**src/rtl/pst_pkg.sv**
```systemverilog
// Shared types and constants for the priority schedule timing block.
// Used by every module of the block; depends on nothing else.

package pst_pkg;

   localparam int MAX_PROCS = 16;

   localparam int TICK_W = 16;
   localparam int PRIO_W = 8;
   localparam int SLOT_W = 4;
   localparam int TIME_W = 21;
   localparam int AVG_W  = 29;
   localparam int FRAC_W = 8;

   localparam int IDX_W      = (MAX_PROCS > 1) ? $clog2(MAX_PROCS) : 1;
   localparam int CNT_W      = $clog2(MAX_PROCS + 1);
   localparam int KEY_W      = PRIO_W + IDX_W;
   // worst case finish: every process arrives at the top tick with a full burst
   localparam int FINISH_W   = $clog2(((1 << TICK_W) - 1) * (MAX_PROCS + 1) + 1);
   localparam int TOTAL_W    = $clog2(MAX_PROCS * ((1 << TICK_W) - 1) * (MAX_PROCS + 1) + 1);
   localparam int DIVIDEND_W = TOTAL_W + FRAC_W;
   localparam int STEP_W     = $clog2(DIVIDEND_W + 1);

   typedef struct packed {
      logic [TICK_W-1:0] arrival_time;
      logic [TICK_W-1:0] burst_time;
      logic [PRIO_W-1:0] priority_req;
      logic              last_process;
   } req_type;

   typedef struct packed {
      logic [SLOT_W-1:0] slot;
      logic [TICK_W-1:0] arrival_out;
      logic [TICK_W-1:0] burst_out;
      logic [PRIO_W-1:0] priority_out;
      logic [TIME_W-1:0] wait_time;
      logic [TIME_W-1:0] turnaround_time;
      logic [AVG_W-1:0]  avg_wait_q8;
      logic [AVG_W-1:0]  avg_turnaround_q8;
      logic              last_result;
   } rsp_type;

   typedef struct packed {
      logic [TICK_W-1:0] arrival;
      logic [TICK_W-1:0] burst;
      logic [PRIO_W-1:0] prio;
   } proc_entry_type;

   typedef struct packed {
      logic load;
      logic scan;
      logic calc;
      logic fin;
      logic accum;
      logic div_go;
      logic emit;
   } dp_cmd_type;

   typedef struct packed {
      logic set_ready;
      logic scan_done;
      logic last_slot;
      logic div_done;
      logic rsp_free;
   } dp_status_type;

endpackage

```
**src/rtl/pst_div.sv**
```systemverilog
// Radix-2 restoring divider: two dividends over one shared small divisor.
// Depends on pst_pkg for widths.

module pst_div (
   input  logic                           clock,
   input  logic                           reset,
   input  logic                           start,
   input  logic [pst_pkg::DIVIDEND_W-1:0] dividend_a,
   input  logic [pst_pkg::DIVIDEND_W-1:0] dividend_b,
   input  logic [pst_pkg::CNT_W-1:0]      divisor,
   output logic                           done,
   output logic [pst_pkg::DIVIDEND_W-1:0] quot_a,
   output logic [pst_pkg::DIVIDEND_W-1:0] quot_b
);
   import pst_pkg::*;

   logic                  busy_ff;
   logic                  done_ff;
   logic [STEP_W-1:0]     step_ff;
   logic [DIVIDEND_W-1:0] num_a_ff;
   logic [DIVIDEND_W-1:0] num_b_ff;
   logic [CNT_W-1:0]      rem_a_ff;
   logic [CNT_W-1:0]      rem_b_ff;
   logic [CNT_W-1:0]      div_ff;

   logic [CNT_W:0]   trial_a;
   logic [CNT_W:0]   trial_b;
   logic             ge_a;
   logic             ge_b;
   logic [CNT_W-1:0] rem_a_in;
   logic [CNT_W-1:0] rem_b_in;

   always_comb begin
      trial_a  = {rem_a_ff, num_a_ff[DIVIDEND_W-1]};
      trial_b  = {rem_b_ff, num_b_ff[DIVIDEND_W-1]};
      ge_a     = trial_a >= {1'b0, div_ff};
      ge_b     = trial_b >= {1'b0, div_ff};
      rem_a_in = ge_a ? CNT_W'(trial_a - {1'b0, div_ff}) : CNT_W'(trial_a);
      rem_b_in = ge_b ? CNT_W'(trial_b - {1'b0, div_ff}) : CNT_W'(trial_b);
   end

   always_ff @(posedge clock) begin
      if (reset) begin
         busy_ff <= 1'b0;
         done_ff <= 1'b0;
         step_ff <= '0;
      end else if (start) begin
         busy_ff <= 1'b1;
         done_ff <= 1'b0;
         step_ff <= '0;
      end else if (busy_ff) begin
         step_ff <= step_ff + 1'b1;
         if (step_ff == STEP_W'(DIVIDEND_W - 1)) begin
            busy_ff <= 1'b0;
            done_ff <= 1'b1;
         end
      end
   end

   // quotient bits shift in where the dividend bits shift out
   always_ff @(posedge clock) begin
      if (start) begin
         num_a_ff <= dividend_a;
         num_b_ff <= dividend_b;
         rem_a_ff <= '0;
         rem_b_ff <= '0;
         div_ff   <= divisor;
      end else if (busy_ff) begin
         num_a_ff <= {num_a_ff[DIVIDEND_W-2:0], ge_a};
         num_b_ff <= {num_b_ff[DIVIDEND_W-2:0], ge_b};
         rem_a_ff <= rem_a_in;
         rem_b_ff <= rem_b_in;
      end
   end

   assign done   = done_ff;
   assign quot_a = num_a_ff;
   assign quot_b = num_b_ff;

endmodule

```
**src/rtl/pst_dp.sv**
```systemverilog
// Datapath: process table, ordering scan, timing arithmetic, totals, result register.
// Depends on pst_pkg; instantiates pst_div.

module pst_dp (
   input  logic                   clock,
   input  logic                   reset,
   input  pst_pkg::dp_cmd_type    cmd,
   output pst_pkg::dp_status_type status,
   input  logic                   req_valid,
   output logic                   req_stall,
   input  pst_pkg::req_type       req_data,
   output logic                   rsp_valid,
   input  logic                   rsp_stall,
   output pst_pkg::rsp_type       rsp_data
);
   import pst_pkg::*;

   proc_entry_type proc_mem_ff [MAX_PROCS];

   logic                 req_accept;
   logic [CNT_W-1:0]     count_ff;
   logic [CNT_W-1:0]     slot_ff;
   logic [CNT_W-1:0]     issue_ff;
   logic                 issue_more;

   proc_entry_type       rd_data_ff;
   logic [IDX_W-1:0]     rd_idx_ff;
   logic                 rd_vld_ff;

   logic [KEY_W-1:0]     cand_key;
   logic                 take_cand;
   logic [KEY_W-1:0]     best_key_ff;
   logic                 best_vld_ff;
   proc_entry_type       best_data_ff;
   logic [KEY_W-1:0]     last_key_ff;
   logic                 have_last_ff;

   logic [FINISH_W-1:0]  arr_ext;
   logic [FINISH_W-1:0]  burst_ext;
   logic [FINISH_W:0]    diff_in;
   logic [FINISH_W-1:0]  prev_finish_ff;
   logic [FINISH_W-1:0]  start_ff;
   logic [FINISH_W-1:0]  wt_ff;
   logic [FINISH_W-1:0]  ta_ff;
   logic [TOTAL_W-1:0]   wait_total_ff;
   logic [TOTAL_W-1:0]   ta_total_ff;

   logic                  div_done;
   logic [DIVIDEND_W-1:0] quot_wait;
   logic [DIVIDEND_W-1:0] quot_ta;

   rsp_type rsp_data_ff;
   logic    rsp_valid_ff;
   logic    last_slot;

   assign req_stall  = ~cmd.load;
   assign req_accept = req_valid & ~req_stall;
   assign issue_more = issue_ff < count_ff;
   assign last_slot  = (slot_ff + 1'b1) == count_ff;

   // load the table
   always_ff @(posedge clock) begin
      if (req_accept) begin
         proc_mem_ff[count_ff[IDX_W-1:0]] <= '{arrival: req_data.arrival_time,
                                              burst:   req_data.burst_time,
                                              prio:    req_data.priority_req};
      end
   end

   // sweep the table once per slot, one registered read a cycle
   always_ff @(posedge clock) begin
      if (cmd.scan && issue_more) begin
         rd_data_ff <= proc_mem_ff[issue_ff[IDX_W-1:0]];
         rd_idx_ff  <= issue_ff[IDX_W-1:0];
      end
   end

   always_ff @(posedge clock) begin
      if (reset) begin
         issue_ff  <= '0;
         rd_vld_ff <= 1'b0;
      end else if (!cmd.scan) begin
         issue_ff  <= '0;
         rd_vld_ff <= 1'b0;
      end else begin
         rd_vld_ff <= issue_more;
         if (issue_more) begin
            issue_ff <= issue_ff + 1'b1;
         end
      end
   end

   // next in run order: smallest (priority, index) above the one run last
   assign cand_key  = {rd_data_ff.prio, rd_idx_ff};
   assign take_cand = rd_vld_ff
                    & (~have_last_ff | (cand_key > last_key_ff))
                    & (~best_vld_ff | (cand_key < best_key_ff));

   always_ff @(posedge clock) begin
      if (reset) begin
         best_vld_ff <= 1'b0;
      end else if (cmd.calc) begin
         best_vld_ff <= 1'b0;
      end else if (take_cand) begin
         best_vld_ff <= 1'b1;
      end
   end

   always_ff @(posedge clock) begin
      if (take_cand) begin
         best_key_ff  <= cand_key;
         best_data_ff <= rd_data_ff;
      end
   end

   // borrow of prev - arrival picks the start and the wait at once
   assign arr_ext   = FINISH_W'(best_data_ff.arrival);
   assign burst_ext = FINISH_W'(best_data_ff.burst);
   assign diff_in   = {1'b0, prev_finish_ff} - {1'b0, arr_ext};

   always_ff @(posedge clock) begin
      if (cmd.calc) begin
         start_ff <= diff_in[FINISH_W] ? arr_ext : prev_finish_ff;
         wt_ff    <= diff_in[FINISH_W] ? '0 : diff_in[FINISH_W-1:0];
      end
      if (cmd.fin) begin
         ta_ff <= wt_ff + burst_ext;
      end
   end

   always_ff @(posedge clock) begin
      if (reset) begin
         count_ff       <= '0;
         slot_ff        <= '0;
         have_last_ff   <= 1'b0;
         last_key_ff    <= '0;
         prev_finish_ff <= '0;
         wait_total_ff  <= '0;
         ta_total_ff    <= '0;
      end else begin
         if (req_accept) begin
            count_ff <= count_ff + 1'b1;
         end
         if (cmd.calc) begin
            last_key_ff  <= best_key_ff;
            have_last_ff <= 1'b1;
         end
         if (cmd.fin) begin
            prev_finish_ff <= start_ff + burst_ext;
         end
         if (cmd.accum) begin
            wait_total_ff <= wait_total_ff + TOTAL_W'(wt_ff);
            ta_total_ff   <= ta_total_ff + TOTAL_W'(ta_ff);
         end
         if (cmd.emit) begin
            slot_ff <= slot_ff + 1'b1;
            // set done: clear for the next set
            if (last_slot) begin
               count_ff       <= '0;
               slot_ff        <= '0;
               have_last_ff   <= 1'b0;
               prev_finish_ff <= '0;
               wait_total_ff  <= '0;
               ta_total_ff    <= '0;
            end
         end
      end
   end

   pst_div u_div (
      .clock      (clock),
      .reset      (reset),
      .start      (cmd.div_go),
      .dividend_a ({wait_total_ff, {FRAC_W{1'b0}}}),
      .dividend_b ({ta_total_ff, {FRAC_W{1'b0}}}),
      .divisor    (count_ff),
      .done       (div_done),
      .quot_a     (quot_wait),
      .quot_b     (quot_ta)
   );

   // result register; hold while stalled
   always_ff @(posedge clock) begin
      if (reset) begin
         rsp_valid_ff <= 1'b0;
      end else if (cmd.emit) begin
         rsp_valid_ff <= 1'b1;
      end else if (!rsp_stall) begin
         rsp_valid_ff <= 1'b0;
      end
   end

   always_ff @(posedge clock) begin
      if (cmd.emit) begin
         rsp_data_ff.slot              <= SLOT_W'(slot_ff);
         rsp_data_ff.arrival_out       <= best_data_ff.arrival;
         rsp_data_ff.burst_out         <= best_data_ff.burst;
         rsp_data_ff.priority_out      <= best_data_ff.prio;
         rsp_data_ff.wait_time         <= TIME_W'(wt_ff);
         rsp_data_ff.turnaround_time   <= TIME_W'(ta_ff);
         rsp_data_ff.avg_wait_q8       <= last_slot ? AVG_W'(quot_wait) : '0;
         rsp_data_ff.avg_turnaround_q8 <= last_slot ? AVG_W'(quot_ta) : '0;
         rsp_data_ff.last_result       <= last_slot;
      end
   end

   assign rsp_valid = rsp_valid_ff;
   assign rsp_data  = rsp_data_ff;

   assign status.set_ready = req_accept
                           & (req_data.last_process
                              | ((count_ff + 1'b1) == CNT_W'(MAX_PROCS)));
   assign status.scan_done = cmd.scan & ~issue_more & ~rd_vld_ff;
   assign status.last_slot = last_slot;
   assign status.div_done  = div_done;
   assign status.rsp_free  = ~rsp_valid_ff | ~rsp_stall;

endmodule

```
**src/rtl/pst_ctrl.sv**
```systemverilog
// Controller: sequences load, per-slot scan and timing steps, averaging and result hand-off.
// Depends on pst_pkg for the command and status structs.

module pst_ctrl (
   input  logic                   clock,
   input  logic                   reset,
   input  pst_pkg::dp_status_type status,
   output pst_pkg::dp_cmd_type    cmd
);
   import pst_pkg::*;

   typedef enum logic [7:0] {
      ST_LOAD     = 8'b0000_0001,
      ST_SCAN     = 8'b0000_0010,
      ST_CALC     = 8'b0000_0100,
      ST_FIN      = 8'b0000_1000,
      ST_ACCUM    = 8'b0001_0000,
      ST_DIV_GO   = 8'b0010_0000,
      ST_DIV_WAIT = 8'b0100_0000,
      ST_EMIT     = 8'b1000_0000
   } state_type;

   state_type state_ff;
   state_type state_in;

   always_comb begin
      state_in = state_ff;
      cmd      = '0;
      case (state_ff)
         ST_LOAD: begin
            cmd.load = 1'b1;
            if (status.set_ready) begin
               state_in = ST_SCAN;
            end
         end
         ST_SCAN: begin
            cmd.scan = 1'b1;
            if (status.scan_done) begin
               state_in = ST_CALC;
            end
         end
         ST_CALC: begin
            cmd.calc = 1'b1;
            state_in = ST_FIN;
         end
         ST_FIN: begin
            cmd.fin  = 1'b1;
            state_in = ST_ACCUM;
         end
         ST_ACCUM: begin
            cmd.accum = 1'b1;
            state_in  = status.last_slot ? ST_DIV_GO : ST_EMIT;
         end
         ST_DIV_GO: begin
            cmd.div_go = 1'b1;
            state_in   = ST_DIV_WAIT;
         end
         ST_DIV_WAIT: begin
            if (status.div_done) begin
               state_in = ST_EMIT;
            end
         end
         ST_EMIT: begin
            // wait for room in the result register
            if (status.rsp_free) begin
               cmd.emit = 1'b1;
               state_in = status.last_slot ? ST_LOAD : ST_SCAN;
            end
         end
         default: begin
            state_in = ST_LOAD;
         end
      endcase
   end

   always_ff @(posedge clock) begin
      if (reset) begin
         state_ff <= ST_LOAD;
      end else begin
         state_ff <= state_in;
      end
   end

endmodule

```
**src/rtl/priority_schedule_timing.sv**
```systemverilog
// Non-preemptive priority scheduler: top level joining controller and datapath.
// Depends on pst_pkg, pst_ctrl, pst_dp (and pst_div below it).
//
// Usage: send processes on the req_ channel, one request per process with its
// arrival, burst and priority. The set closes at a request marked last_process
// or when MAX_PROCS requests are stored. The block then emits one result per
// process on the rsp_ channel in run order: ascending priority, entry order on
// ties. Each result carries wait and turnaround times; the last result of the
// set also carries both averages in Q8 (truncated), other results carry zero.
// Timing: requests are taken back to back while loading. For a set of n processes
// each result costs one sweep of the table plus the timing arithmetic and
// hand-off; the averages add one 33-step divider pass before the last result.
// req_stall stays high from the closing request until the last result sits in
// the output register. A stalled result holds in the output register and halts
// the sequence at the next emit. Reset (synchronous) empties the table, returns
// to loading and drops any pending result.

module priority_schedule_timing (
   input  logic             clock,
   input  logic             reset,
   input  logic             req_valid,
   output logic             req_stall,
   input  pst_pkg::req_type req_data,
   output logic             rsp_valid,
   input  logic             rsp_stall,
   output pst_pkg::rsp_type rsp_data
);
   import pst_pkg::*;

   dp_cmd_type    cmd;
   dp_status_type status;

   pst_ctrl u_ctrl (
      .clock  (clock),
      .reset  (reset),
      .status (status),
      .cmd    (cmd)
   );

   pst_dp u_dp (
      .clock     (clock),
      .reset     (reset),
      .cmd       (cmd),
      .status    (status),
      .req_valid (req_valid),
      .req_stall (req_stall),
      .req_data  (req_data),
      .rsp_valid (rsp_valid),
      .rsp_stall (rsp_stall),
      .rsp_data  (rsp_data)
   );

endmodule

```
**config.mk**
```make
export PLATFORM = sky130hd
export DESIGN_NAME = priority_schedule_timing
export DESIGN_NICKNAME = d
export VERILOG_FILES = /design/src/rtl/pst_pkg.sv /design/src/rtl/pst_div.sv /design/src/rtl/pst_dp.sv /design/src/rtl/pst_ctrl.sv /design/src/rtl/priority_schedule_timing.sv
export SDC_FILE = /design/constraint.sdc
export NUM_CORES = 1
export LEC_CHECK = 0
export BUFFER_PORTS_ARGS = -buffer_cell sky130_fd_sc_hd__buf_2
export CAP_MARGIN = 20
export CORE_MARGIN = 2
export CORE_UTILIZATION = 30
export CTS_CLUSTER_SIZE = 24
export DETAILED_ROUTE_END_ITERATION = 8
export MAX_ROUTING_LAYER = met4
export PLACE_DENSITY = 0.49
export SYNTH_ARGS = -nofsm -noshare
export SYNTH_HDL_FRONTEND = slang
export SYNTH_SLANG_ARGS = --single-unit
```
**constraint.sdc**
```tcl
create_clock -name clock -period 5.4 [get_ports clock]
set_input_delay 0.54 -clock clock [delete_from_list [all_inputs] [get_ports clock]]
set_output_delay 0.54 -clock clock [all_outputs]
set_load 0.05 [all_outputs]
```
; Yosys cells after proc, flatten, opt, wreduce, memory -nomap -nowiden
; Memory sizes are Yosys's and may differ from the RTL's. A register that Yosys moved wholly into a read port is not among the register bits.
; Cells that the tools add are included.
[totals]
input_bits = 45
reg_bits = 463
latch_bits = 0
ramBits = 640
romBits = 0
memories = 1
[classes]
reduce_logical = 7
bitwise = 18
eq_ne = 16
muxes = 45
div = 0
n_addsub = 11
multipliers = 0
n_shift = 0
n_lt_le_gt_ge = 5
[mem_list]
columns = memory, depth, word_bits, rd, rd_clocked_by_memory_dff, write_ports, line_no
row1 = u_dp.proc_mem_ff, 16, 40, 1, 1, 1, pst_dp.sv:18  ; proc_entry_type proc_mem_ff [MAX_PROCS];
[ops]
columns = cell, n
row1 = $mux 25, 6
row2 = $mux 33, 4
row3 = $pmux 8 s8, 1
row4 = $mux 21, 3
row5 = $add 25x21->25, 2
row6 = $add 21x16->21, 2
row7 = $mux 8, 5
row8 = $mux 5, 6
row9 = $sub 21x16->22, 1
row10 = $mux 1, 18
row11 = $mux 16, 1
row12 = $add 5x1->5 const B, 3
row13 = $ge 6x5->1, 2
row14 = $gt 12x12->1, 1
row15 = $lt 12x12->1, 1
row16 = $sub 5x5->5, 2
row17 = $eq 8x1->1 const B, 1
row18 = $eq 8x2->1 const B, 1
row19 = $eq 8x3->1 const B, 1
row20 = $eq 8x4->1 const B, 1
row21 = $eq 8x5->1 const B, 1
row22 = $eq 8x6->1 const B, 1
row23 = $eq 8x7->1 const B, 1
row24 = $eq 8x8->1 const B, 1
row25 = other kinds (16), 36

; Longest topological paths before layout
[logic_depth]
word_depth = 6
mapped_depth = 12
ltp_nobuf = 11

; Modules after synthesis
; Synthesis repeated with hierarchy kept, for this count alone.
[hier_totals]
hier_cells = 2847
area_unflattened_um2 = 47543.1
[modules_own_cells]
columns = mod, instances, area_per_inst_um2, cells_each
row1 = pst_dp, 1, 42841.1, 2484
row2 = pst_div, 1, 4140.2, 293
row3 = pst_ctrl, 1, 561.8, 70

; Least setup slack after synthesis
; OpenSTA, ideal clock, no wires.
[synth_timing]
kind = flip-flop to flip-flop
start = register u_ctrl.state_ff[0]
end = register u_dp.ta_total_ff[14]
synth_period_minus_slack_ns = 5.506
n_path_buf = 1
required_time_ns = 5.280
arrival_time_ns = 5.386
stages_incl_launch_ff = 10
slack_ns = -0.106
path_cell_list = dfxtp_1 -> or4_4 -> nor3_2 -> nand3b_1 -> nand2b_1 -> inv_1 -> a21oi_1 -> clkbuf_1 -> nand4_1 -> nand3_1
[synth_rtl]
columns = item, line_no
row1 = from (decl), pst_ctrl.sv:23  ; state_type state_ff;
row2 = from (signal assigned), pst_ctrl.sv:80  ; state_ff <= state_in;
row3 = to (signal assigned), pst_dp.sv:153  ; ta_total_ff <= ta_total_ff + TOTAL_W'(ta_ff);
row4 = to (decl), pst_dp.sv:46  ; logic [TOTAL_W-1:0] ta_total_ff;

; Worst setup path after layout
[layout_timing]
start = register u_ctrl.state_ff[7]
end = memory u_dp.proc_mem_ff[7][15] in the netlist's numbering (enable)
[layout_between]
elab_chain_cells = 5
[layout_lines]
columns = item, line_no
row1 = $eq 8x1->1, pst_ctrl.sv:29  ; case (state_ff)
row2 = $mux 1, pst_ctrl.sv:29
row3 = $and 1x1->1, pst_dp.sv:57  ; assign req_accept = req_valid & ~req_stall;
row4 = $mux 1, pst_dp.sv:63  ; if (req_accept) begin
row5 = $mux 1 (not written as such), pst_dp.sv:64  ; proc_mem_ff[count_ff[IDX_W-1:0]] <= '{arrival: req_data.arrival_time,
row6 = to (decl), pst_dp.sv:18
; No other way between the ends.

==> impl_metrics.ini <==
[critical_path]
crit_type = register to register
worstPathMaxFanout = 27
cp-end-kind = register
r2r_end = u_dp.proc_mem_ff[7][15]$_DFFE_PP_
rr_worst_depth = 7
r2r_setup_slack_ns = 1.77
worstPathRequired_ns = 5.84
crit_arrival_ns = 4.07
critPathLaunchType = register
worstReg2RegStart = u_ctrl.state_ff[7]$_SDFFE_PP0P_

[detailed_routing]
drt_iter0_drc = 2134
wl_met1_mm = 54.5
highest_layer = met4
drc = 0
vias = 25900
totalWireLength_mm = 115
met2_length_mm = 53.2
wl_per_cell_um = 21.4
drt-vias-per-instance = 4.81
routed-wl-met3_mm = 5.38
drt_first_pass_iters = 7
final_antenna_net_count = 0

[run]
drv_cap = 0

[global_routing]
grt_pass1_vias = 25800
grt_max_degree = 76
grt-ovfl-total = 0
grtUsageTotal_pct = 14.7
grt_pass1_wl_mm = 173
grt_antenna_before_repair = 13

[layout]
drive_above_1_share_pct = 20.8
fin_nets = 3409
utilization_pct = 35.1
syn2layout_area_growth_pct = 16.3

[cts]
cts.path.max_buffers = 3
cts_resized = 0
cts_htree_levels = 4
cts_hold_buf = 0
clk_latency_ns = 0.75
cts.sink_count = 1135
postCtsSetupBuffers = 0
cts_tree = yes
numCtsBuffers = 130
cts-root-buf = clkbuf_16
clk_pin_slew_ns = 0.06

[sta]
fin_crit_sh_pct = 67.1
hold_viol_final = 0
finalClockSkew_ns = 0.0257
slew_headroom_pct = 31.7
worst_pin_slew_ns = 1.03
finalSetupViolCount = 0
rsz0062_at_grt = no
clock.fmax_mhz = 276
finalCriticalPeriod_ns = 3.63
worst_slack_ns = 1.77
fin_worst_hold_slack_ns = 0.181
tns_ns = 0
finalMaxSlewViolations = 0

[logic_synthesis]
ys.flop_type = edfxtp_1
yosys-top-cells-count = edfxtp_1 (991), nand2_1 (251), mux4_2 (200), nor2_1 (152), a21oi_1 (151)
synth.area.top_cells = edfxtp_1 (63%), mux4_2 (9.5%), dfxtp_1 (6.1%)
synth_edf_count = 991
yosysUniqueCellTypes = 76
ys_warn_count = 0
synth_top_area_share_pct = 63.0
async_flop_share_pct = 0
postSynthCellCount = 2978
avgSynthCellArea_um2 = 15.9
seq_area_frac_synth_pct = 69.1
yosysMostFrequentCell = edfxtp_1
syn_area_mm2 = 0.0473
synth_top_area_cell = edfxtp_1
syn_nets = 3165
synth_seq_cells = 1135

[hold_path]
min_to = u_dp.proc_mem_ff[2][5]$_DFFE_PP_
hold_path.class = primary input to register
min-delay-start = req_data[6]
holdPathStages = 1

[floorplan]
die_area_mm2 = 0.161
num_io_pins = 192
die_w_um = 401
rows = 145
core-area_mm2 = 0.156
die_height_um = 401
initial_utilization_pct = 30.2

[pwr]
leakage_nw = 18.6
vdd_ir_drop_max_v = 0.000313
power_density_mw_per_mm2 = 351

[placed_design]
hpwl_mm = 76.6
io_buffers = 191
gp_congestion = 0.796
post-place-ws_ns = 1.75

[run_status]
status = finished clean
-- layout by cell type, fill, tap and decap left out, types with 14 or more instances in the layout --
cell       Yosys  final
a211oi_1      28     27
a21o_1        56     55
a21oi_1      151    150
and2_1        63     63
and3_1        15     15
buf_2         15    191
buf_4          5     48
clkbuf_1      85     31
clkbuf_16      0    132
clkinv_1       1     18
clkinv_2       0     16
dfxtp_1      144    139
edfxtp_1     991    991
ha_1         135    135
inv_1         92     89
mux2_2        17     17
mux2i_1       28     28
mux4_2       200    200
nand2_1      251    251
nand2b_1      29     28
nand3_1       80     80
nand4_1       16     16
nor2_1       152    139
nor2_4         0     14
nor2b_1       27     27
nor3_1        37     33
o21ai_0       65     65
xnor2_1       53     53
xor2_1        36     36
-- logic make-up (layout without fill, tap and decap cells) --
group / after synthesis / count (layout) / share of synthesized area [%]
compound gates: 423 / 423 / 5.76
simple gates: 723 / 723 / 7.29
fa+ha+maj: 142 / 142 / 3.87
xor+xnor: 89 / 89 / 1.65
other cells: 0 / 1 / 0
flops: 1135 / 1135 / 69.1
buf+inv: 221 / 565 / 1.83
mux: 245 / 245 / 10.5
-- routing by layer --
metal | track usage [%] | up-vias
met5 | - | -
met4 | 3.80 | 0
met3 | 2.31 | 157
met2 | 22.3 | 625
met1 | 20.6 | 13100
li1 | - | 12000
-- where the power goes --
| part | leakage (nW) | internal, W | switching, W |
|---|---|---|---|
| logic | 6.44 | 0.000336 | 0.000602 |
| clock network | 2.01 | 0.00500 | 0.00357 |
| registers | 10.2 | 0.00974 | 0.0000741 |
| total | 18.6 | 0.0151 | 0.00424 |
-- sequential cells by signal (all words and copies together), names as in the netlist, 12 cells and up --
name,flops
u_dp.proc_mem_ff,640
u_dp.rsp_data,145
u_dp.u_div.quot_a,33
u_dp.u_div.quot_b,33
u_dp.rd_data_ff,32
u_dp.ta_total_ff,25
u_dp.wait_total_ff,25
u_dp.best_data_ff,24
u_dp.prev_finish_ff,21
u_dp.start_ff,21
u_dp.ta_ff,21
u_dp.wt_ff,21
u_dp.arr_ext,16
u_dp.last_key_ff,12
-- worst max-delay path by stage --
| stage | startpoint | end | slack (ns) | depth (start not counted) |
|---|---|---|---|---|
| 3_5_place_dp | u_ctrl.state_ff[2]$_SDFFE_PP0P_ | u_dp.proc_mem_ff[9][14]$_DFFE_PP_ | 1.75 | 7 |
| 5_1_grt | u_ctrl.state_ff[7]$_SDFFE_PP0P_ | u_dp.proc_mem_ff[7][15]$_DFFE_PP_ | 1.42 | 7 |
| 3_3_place_gp | u_ctrl.state_ff[2]$_SDFFE_PP0P_ | u_dp.proc_mem_ff[9][28]$_DFFE_PP_ | 1.77 | 7 |
| 4_1_cts | u_ctrl.state_ff[7]$_SDFFE_PP0P_ | u_dp.proc_mem_ff[9][14]$_DFFE_PP_ | 1.74 | 7 |
| 2_1_floorplan | u_ctrl.state_ff[2]$_SDFFE_PP0P_ | u_dp.proc_mem_ff[2][0]$_DFFE_PP_ | 0.02 | 6 |
| 6_report | u_ctrl.state_ff[7]$_SDFFE_PP0P_ | u_dp.proc_mem_ff[7][15]$_DFFE_PP_ | 1.77 | 7 |
-- worst max-delay path, stage by stage, from the launching register on --
cell,delay [ns]
dfxtp_1,0.35
or4_1,0.57
nor3_1,0.21
nand3b_1,0.22
nor2_2,0.37
nand2_1,0.36
nor2_4,0.87
buf_4,0.34
-- through the flow --
step	instances	cell area [um2]	total power [W]
after CTS	5380	55000	0.0196
after global placement	5148	50800	0.0110
final	5381	55000	0.0193
after global routing	5380	55000	0.0200
after detailed placement	5148	50800	0.0110
after floorplan	2978	47300	0.0106
-- layout make-up --
type,count,area (um2)
clock buffers,173,3560
clock inverters,59,584
well taps,2058,2570
flip-flops and latches,1135,32700
fillers,14900,101000
diodes,1,2.50
multi-input cells,1622,13900
repair buffers,240,1340
inverters,93,353
(Power assumes the default switching activity.)
